$ cat src/hw/rtl/rwg_pkg.sv
// ----------------------------------------------------------------------------
// rwg_pkg
// Shared constants, codes and command/status types of the wave grid step core.
// ----------------------------------------------------------------------------
package rwg_pkg;

   localparam int MAX_ROWS = 64;
   localparam int MAX_COLS = 64;
   localparam int CELLS    = MAX_ROWS * MAX_COLS;
   localparam int ADDR_W   = $clog2(CELLS);
   localparam int ROW_W    = (MAX_ROWS > 1) ? $clog2(MAX_ROWS) : 1;
   localparam int COL_W    = (MAX_COLS > 1) ? $clog2(MAX_COLS) : 1;
   localparam int RCNT_W   = $clog2(MAX_ROWS + 1);
   localparam int CCNT_W   = $clog2(MAX_COLS + 1);

   localparam int FUNC_W    = 2;
   localparam int ROWF_W    = 6;
   localparam int COLF_W    = 6;
   localparam int HEIGHT_W  = 32;
   localparam int CSR_IDX_W = 2;
   localparam int CSR_W     = 32;
   localparam int CNT_CFG_W = 7;
   localparam int RELAX_W   = 15;

   localparam logic [CNT_CFG_W-1:0] ROWS_RESET  = 7'd64;
   localparam logic [CNT_CFG_W-1:0] COLS_RESET  = 7'd64;
   localparam logic [RELAX_W-1:0]   RELAX_RESET = 15'd32081;
   localparam logic [HEIGHT_W-1:0]  REST_RESET  = 32'd0;

   typedef enum logic [FUNC_W-1:0] {
      FUNC_WRITE = 2'd0,
      FUNC_READ  = 2'd1,
      FUNC_STEP  = 2'd2,
      FUNC_FILL  = 2'd3
   } func_type;

   typedef enum logic [CSR_IDX_W-1:0] {
      CSR_ROWS  = 2'd0,
      CSR_COLS  = 2'd1,
      CSR_RELAX = 2'd2,
      CSR_REST  = 2'd3
   } csr_idx_type;

   typedef enum logic [2:0] {
      WSEL_HEIGHT,
      WSEL_REST,
      WSEL_ZERO,
      WSEL_NEXT,
      WSEL_CUR
   } wsel_type;

   typedef enum logic [3:0] {
      ST_CLEAR,
      ST_IDLE,
      ST_WRITE,
      ST_READ,
      ST_NS,
      ST_EW,
      ST_SUM,
      ST_MUL,
      ST_NEXT,
      ST_FROZEN,
      ST_FILL,
      ST_RESP
   } state_type;

   typedef struct packed {
      logic              take_req;
      logic [ADDR_W-1:0] rd0_addr;
      logic [ADDR_W-1:0] rd1_addr;
      logic [ADDR_W-1:0] wr_addr;
      logic              wr_cur;
      logic              wr_prv;
      wsel_type          wsel;
      logic              cap_ns;
      logic              cap_sum;
      logic              cap_mul;
      logic              flip;
      logic              load_rsp;
   } dp_cmd_type;

   typedef struct packed {
      func_type          func;
      logic              in_grid;
      logic [ADDR_W-1:0] req_addr;
      logic [RCNT_W-1:0] n_rows;
      logic [CCNT_W-1:0] n_cols;
   } dp_stat_type;

   function automatic logic [ADDR_W-1:0] cell_addr(input logic [ROW_W-1:0] r,
                                                   input logic [COL_W-1:0] c);
      cell_addr = ADDR_W'(int'(r) * MAX_COLS + int'(c));
   endfunction

endpackage

$ cat src/hw/rtl/rwg_ctrl.sv
// ----------------------------------------------------------------------------
// rwg_ctrl
// Operation sequencer: clearing pass, cell sweeps and response handshake.
// ----------------------------------------------------------------------------
module rwg_ctrl
   import rwg_pkg::*;
(
   input  logic        clock,
   input  logic        reset,
   input  logic        req_valid,
   output logic        req_ready,
   output logic        rsp_valid,
   input  logic        rsp_ready,
   input  dp_stat_type stat,
   output dp_cmd_type  cmd
);
   state_type         state_ff, state_in;
   logic [ROW_W-1:0]  r_ff, r_in;
   logic [COL_W-1:0]  c_ff, c_in;
   logic              rsp_valid_ff, rsp_valid_in;

   always_ff @(posedge clock) begin
      if (reset) begin
         state_ff     <= ST_CLEAR;
         r_ff         <= '0;
         c_ff         <= '0;
         rsp_valid_ff <= 1'b0;
      end else begin
         state_ff     <= state_in;
         r_ff         <= r_in;
         c_ff         <= c_in;
         rsp_valid_ff <= rsp_valid_in;
      end
   end

   logic              last_c, last_r, in_region;
   logic [ROW_W-1:0]  r_up, r_dn;
   logic [COL_W-1:0]  c_lf, c_rt;
   logic [ADDR_W-1:0] idx;

   assign last_c    = (c_ff == COL_W'(MAX_COLS - 1));
   assign last_r    = (r_ff == ROW_W'(MAX_ROWS - 1));
   assign in_region = (int'(r_ff) < int'(stat.n_rows)) && (int'(c_ff) < int'(stat.n_cols));
   assign idx       = cell_addr(r_ff, c_ff);

   // neighbors clamp to the edge of the region
   always_comb begin
      r_up = (r_ff == '0) ? r_ff : r_ff - 1'b1;
      c_lf = (c_ff == '0) ? c_ff : c_ff - 1'b1;
      if (int'(r_ff) + 1 >= int'(stat.n_rows)) r_dn = ROW_W'(int'(stat.n_rows) - 1);
      else r_dn = r_ff + 1'b1;
      if (int'(c_ff) + 1 >= int'(stat.n_cols)) c_rt = COL_W'(int'(stat.n_cols) - 1);
      else c_rt = c_ff + 1'b1;
   end

   always_comb begin
      logic advance;
      logic done;
      advance      = 1'b0;
      done         = last_r && last_c;
      state_in     = state_ff;
      r_in         = r_ff;
      c_in         = c_ff;
      req_ready    = 1'b0;
      cmd          = '0;
      cmd.rd0_addr = stat.req_addr;
      cmd.rd1_addr = stat.req_addr;
      cmd.wr_addr  = idx;
      cmd.wsel     = WSEL_ZERO;

      unique case (state_ff)
         ST_CLEAR: begin
            cmd.wr_cur = 1'b1;
            cmd.wr_prv = 1'b1;
            advance    = 1'b1;
            if (done) state_in = ST_IDLE;
         end
         ST_IDLE: begin
            req_ready    = 1'b1;
            cmd.take_req = req_valid;
            if (req_valid) begin
               state_in = ST_WRITE;
            end
         end
         ST_WRITE: begin
            // decode the latched operation here
            unique case (stat.func)
               FUNC_WRITE: begin
                  cmd.wr_addr = stat.req_addr;
                  cmd.wr_cur  = stat.in_grid;
                  cmd.wsel    = WSEL_HEIGHT;
                  state_in    = ST_RESP;
               end
               FUNC_READ: state_in = ST_READ;
               FUNC_STEP: state_in = ST_NS;
               FUNC_FILL: state_in = ST_FILL;
               default:   state_in = ST_RESP;
            endcase
         end
         ST_READ: state_in = ST_RESP;
         ST_NS: begin
            if (in_region) begin
               cmd.rd0_addr = cell_addr(r_up, c_ff);
               cmd.rd1_addr = cell_addr(r_dn, c_ff);
               state_in     = ST_EW;
            end else begin
               cmd.rd0_addr = idx;
               state_in     = ST_FROZEN;
            end
         end
         ST_FROZEN: begin
            cmd.wr_prv = 1'b1;
            cmd.wsel   = WSEL_CUR;
            advance    = 1'b1;
            state_in   = done ? ST_RESP : ST_NS;
         end
         ST_EW: begin
            cmd.rd0_addr = cell_addr(r_ff, c_lf);
            cmd.rd1_addr = cell_addr(r_ff, c_rt);
            cmd.cap_ns   = 1'b1;
            state_in     = ST_SUM;
         end
         ST_SUM: begin
            cmd.cap_sum = 1'b1;
            state_in    = ST_MUL;
         end
         ST_MUL: begin
            cmd.cap_mul = 1'b1;
            state_in    = ST_NEXT;
         end
         ST_NEXT: begin
            cmd.wr_prv = 1'b1;
            cmd.wsel   = WSEL_NEXT;
            advance    = 1'b1;
            state_in   = done ? ST_RESP : ST_NS;
         end
         ST_FILL: begin
            cmd.wr_cur = 1'b1;
            cmd.wr_prv = 1'b1;
            cmd.wsel   = WSEL_REST;
            advance    = 1'b1;
            if (done) state_in = ST_RESP;
         end
         ST_RESP: begin
            if (!rsp_valid_ff || rsp_ready) begin
               cmd.load_rsp = 1'b1;
               state_in     = ST_IDLE;
            end
         end
         default: state_in = ST_IDLE;
      endcase

      if (advance) begin
         c_in = last_c ? '0 : c_ff + 1'b1;
         if (last_c) r_in = last_r ? '0 : r_ff + 1'b1;
         cmd.flip = done && ((state_ff == ST_NEXT) || (state_ff == ST_FROZEN));
      end
   end

   assign rsp_valid_in = cmd.load_rsp || (rsp_valid_ff && !rsp_ready);
   assign rsp_valid    = rsp_valid_ff;

   a_flip_at_sweep_end: assert property (@(posedge clock) disable iff (reset)
      cmd.flip |-> (last_r && last_c))
      else $error("grid swap away from sweep end");

   a_no_accept_in_clear: assert property (@(posedge clock) disable iff (reset)
      (state_ff == ST_CLEAR) |-> !req_ready)
      else $error("request taken during clearing pass");

   a_no_rsp_overwrite: assert property (@(posedge clock) disable iff (reset)
      cmd.load_rsp |-> (!rsp_valid_ff || rsp_ready))
      else $error("response register overwritten");

   a_sweep_counters_idle: assert property (@(posedge clock) disable iff (reset)
      (state_ff == ST_IDLE) |-> (r_ff == '0 && c_ff == '0))
      else $error("sweep counters not rewound");
endmodule

$ cat config.mk
export PLATFORM = sky130hd
export DESIGN_NAME = rwg_ctrl
export DESIGN_NICKNAME = d
export VERILOG_FILES = /design/src/hw/rtl/rwg_pkg.sv /design/src/hw/rtl/rwg_ctrl.sv
export SDC_FILE = /design/constraint.sdc
export NUM_CORES = 1
export LEC_CHECK = 0
export ABC_AREA = 1
export BUFFER_PORTS_ARGS = -buffer_cell sky130_fd_sc_hd__buf_4
export CAP_MARGIN = 10
export CORE_UTILIZATION = 55
export CTS_BUF_LIST = sky130_fd_sc_hd__clkbuf_8 sky130_fd_sc_hd__clkbuf_16
export CTS_CLUSTER_SIZE = 12
export DETAILED_ROUTE_END_ITERATION = 10
export PLACE_DENSITY = 0.86
export SYNTH_ARGS = -nofsm -noshare
export SYNTH_HDL_FRONTEND = slang
export SYNTH_SLANG_ARGS = --single-unit
export TNS_END_PERCENT = 10
$ cat constraint.sdc
create_clock -name clock -period 3.1 [get_ports clock]
set_clock_uncertainty 0.1 [all_clocks]
set_input_delay 0.62 -clock clock [delete_from_list [all_inputs] [get_ports clock]]
set_output_delay 0.62 -clock clock [all_outputs]
set_load 0.02 [all_outputs]
==> impl_summary.md <==
STA
The hold violation total from the final report came to 0. For the pin with the worst max-slew slack, the measured transition is 0.462 ns. Setup repair after global routing could not meet its margin everywhere. Once routing completed, OpenROAD measured the worst setup slack at -0.130 ns. After layout, the worst path uses 104% of the clock period. The worst slew margin relative to its limit is 69.1%. Static timing analysis puts the maximum clock frequency at 310 MHz.

The time the final worst path needs with I/O delays and setup is 3.23 ns. Setup violations remaining at the end of the flow were counted as 13. The final setup TNS is -0.860 ns. The count of final max-slew check failures came to 0.

Synthesis
Of the post-synthesis cell area, the dominant cell type holds 16.8%. The net count of the mapped netlist is 602. The most area-hungry cell type in the Yosys netlist is sky130_fd_sc_hd__nand2_1. The synthesized netlist devotes 15.5% of its cell area to adder and majority cells. Yosys attributes the largest share of cell area to sky130_fd_sc_hd__nand2_1 (17%), sky130_fd_sc_hd__ha_1 (15%), sky130_fd_sc_hd__dfxtp_1 (11%). The basic-gate share of the synthesized area counting and, or, nand and nor cells is 44.7%. The synthesized netlist devotes 4.85% of its cell area to XOR and XNOR gates. In this run, synthesis produced a sequential element count of 17. The mux cell area share after synthesis is 0.367%.

The number of standard cells after synthesis is 531. Each instance of the synthesized netlist takes up on average 5.78 µm². The main combinational cell family by area after synthesis is simple AND/OR/NAND/NOR gates.

The total of warnings raised by yosys is 0. The main flop type after synthesis is sky130_fd_sc_hd__dfxtp_1. The fraction of synthesis flops using an asynchronous set or reset pin is 0%.

Of the synthesized area, sequential elements account for 11.1%. After synthesis, the netlist uses 37 different library cells. Summing the areas of all compound-gate instances in the mapped netlist gives 10.6% of the synthesized area. The cell area that synthesis handed to floorplanning was 0.00307 mm². The number of flops mapped to enable cells by yosys is 0.

Clocking
Hold repair after CTS inserted 0 buffers. The clock latency on the worst-skew pair is 0.25 ns. The clock tree from TritonCTS is done.

CTS built an H-tree with a depth of 1. Clock-pin slew was measured on the worst setup and hold paths at 0.07 ns. The deepest clock path buffer count is 2. The cell sitting at the root of the clock tree is a sky130_fd_sc_hd__clkbuf_8. The number of buffers created by CTS is 3.

The clock net in this run drives a total of 17 sinks.

Detailed routing
After detailed routing, the number of remaining DRC violations is 0. Dividing the detail-routed wire length by the instance count gives 14.7 µm. The total length of routed wires is 10.5 mm. The detailed-routing iteration count for the pre-antenna-repair pass is 5. Dividing the detail-routed via count by the number of cells gives 5.69.

The total vias in the final route is 4071. The number of routed nets with antenna violations is 0. The violation count after the first detailed-routing iteration is 260.

Cells and area
The final-layout fill cell count is 391. The library cells used most frequently in the layout, excluding fill and tap cells, are sky130_fd_sc_hd__nand2_1 (136), sky130_fd_sc_hd__buf_4 (118), sky130_fd_sc_hd__inv_1 (76). At the end of the flow, the number of nets in the layout was 718. The area added between synthesis and finish is 37.4%.

Cells with a size suffix above 1 make up 28.3% of the layout. The utilization of the core after routing is 80.5%. The antenna cell count is 0. The final instance count without filler cells is 716. The commonest non-fill, non-tap cell in the layout is sky130_fd_sc_hd__nand2_1. The post-route standard cell area excluding fillers is 0.00421 mm².

Pwr
The peak supply drop is 0.000179 V. The power per cell area is 160 mW/mm². For this design the static power due to leakage is 2.32 nW.

Floorplan
The die is 76.7 µm wide. The floorplan step defined a die boundary enclosing 0.00588 mm². The number of rows in the core area is 26. The height of the die is 76.7 µm. The core area is 0.00524 mm².

In this run the count of I/O pins placed on the die edge is 82. For this configuration, the core starts out at a cell density of 58.6%.

Flow run
The max-capacitance violation count is 0.

Hold path
The class of the most critical hold timing path is flop to flop.

Placement
The count of buffers added on input and output ports is 81. The placed wire-length estimate is 8.11 mm. The congestion estimate from routability-driven global placement came to 0.990.

The placed instances occupy a cell area of 0.00397 mm². After detailed placement, the design holds a cell count of 706.

Worst setup path
The element type at the critical path start is a flop. Data on the critical path arrives at its endpoint at 2.51 ns. The critical path data required time is 2.38 ns. The type of the setup path with the least slack is flop to output pin. The highest net fanout along the worst path is 8.

STA classifies the critical path endpoint as an output pin.

Global routing
The residual overflow from global routing is 0. In the global route stage, overall resource usage came out at 35.9%. The first global-routing pass estimated 17.4 mm of wire. The pin count of the biggest net entering global routing is 25. The number of antenna violations at the first check in global routing came to 0.

The via count of the first global-routing pass is 3925.

Status
The final reports fail on setup timing. The flow ran to the end, but the final reports show violations.
sequential cells by signal (all words and copies together) (netlist names):
name	count
c_ff	6
rsp_valid	1
r_ff	6
state_ff	4
Yosys cell counts, types with 2 or more instances:
cell,n
sky130_fd_sc_hd__a21oi_1,28
sky130_fd_sc_hd__buf_2,7
sky130_fd_sc_hd__buf_4,5
sky130_fd_sc_hd__clkbuf_1,2
sky130_fd_sc_hd__dfxtp_1,17
sky130_fd_sc_hd__ha_1,38
sky130_fd_sc_hd__inv_1,80
sky130_fd_sc_hd__inv_2,4
sky130_fd_sc_hd__nand2_1,137
sky130_fd_sc_hd__nand2_2,6
sky130_fd_sc_hd__nand2_4,2
sky130_fd_sc_hd__nand3_1,58
sky130_fd_sc_hd__nand3b_1,7
sky130_fd_sc_hd__nand4_1,14
sky130_fd_sc_hd__nor2_1,61
sky130_fd_sc_hd__nor2_2,5
sky130_fd_sc_hd__nor2_4,5
sky130_fd_sc_hd__nor3_1,4
sky130_fd_sc_hd__o21ai_0,12
sky130_fd_sc_hd__o21ai_1,4
sky130_fd_sc_hd__o221ai_1,4
sky130_fd_sc_hd__xnor2_1,3
sky130_fd_sc_hd__xor2_1,14
final timing paths:
| check | startpoint | to | slack (ns) | depth (start not counted) |
|---|---|---|---|---|
| setup reg to reg | r_ff[2] | state_ff[2] | 1.01 | 10 |
| setup / recovery | r_ff[1] | cmd[31] | -0.13 | 14 |
| hold / removal | rsp_valid | rsp_valid | 0.42 | 2 |
| hold reg to reg | rsp_valid | rsp_valid | 0.42 | 2 |
worst max-delay path: stages, from the launching register on:
cell and delay [ns]:
sky130_fd_sc_hd__dfxtp_2 0.37, sky130_fd_sc_hd__ha_4 0.15, sky130_fd_sc_hd__nand3_2 0.11, sky130_fd_sc_hd__xor2_2 0.22, sky130_fd_sc_hd__inv_1 0.07, sky130_fd_sc_hd__ha_1 0.29, sky130_fd_sc_hd__nand2_1 0.08, sky130_fd_sc_hd__a21oi_1 0.06
sky130_fd_sc_hd__nor2_1 0.17, sky130_fd_sc_hd__nand3_2 0.21, sky130_fd_sc_hd__nand2_1 0.11, sky130_fd_sc_hd__nand2_1 0.09, sky130_fd_sc_hd__nand2_1 0.08, sky130_fd_sc_hd__nand4_1 0.08, sky130_fd_sc_hd__buf_4 0.17
per-stage QoR:
step,setup slack [ns],power (mW),hold WS (ns)
4_1_cts,-0.0345,0.664,0.411
3_5_place_dp,-0.00385,0.490,0.399
5_1_grt,-0.317,0.704,0.447
6_report,-0.130,0.673,0.418
3_3_place_gp,0.0248,0.481,0.385
2_1_floorplan,0.133,0.376,0.400
area by class of cell:
class / instances / area, µm² / share of cell area [%]
Clock buffer: 3 / 41.3 / 0.980
Inverter: 84 / 315 / 7.48
Clock inverter: 1 / 5.00 / 0.119
Tap cell: 70 / 87.6 / 2.08
Timing Repair Buffer: 125 / 965 / 22.9
Sequential cell: 17 / 358 / 8.49
Multi-Input combinational cell: 416 / 2440 / 58.0
repair_timing:
item,in CTS,in global routing
pin swaps,14,2
setup endpoints to repair,15,18
gates resized for setup,37,7
setup buffers,6,0
cell families (layout without fill, tap and decap cells):
family / count (synthesis) / in the layout
adders and majority gates: 38 / 38
DFF: 17 / 17
muxes: 1 / 1
xor gates and xnor gates: 17 / 17
and+or+nand+nor: 303 / 303
buffers and inverters: 98 / 213
AOI/OAI and AO/OA: 57 / 57
routing by layer:
metal  up-vias  track usage, %  part of all wire [%]
met4         0            16.0                   3.3
met1      1833            40.3                    38
met5         -               0                     0
met2       254            67.3                    51
met3        43            3.57                   7.9
li1       1941               -                     -
report_power, final:
group          internal (mW)  total, mW  switching (mW)
clock network         0.0892      0.169          0.0794
registers              0.221      0.227         0.00615
logic                  0.124      0.277           0.153
total                  0.434      0.673           0.239
Note: power is estimated with default switching activity, not from simulation.
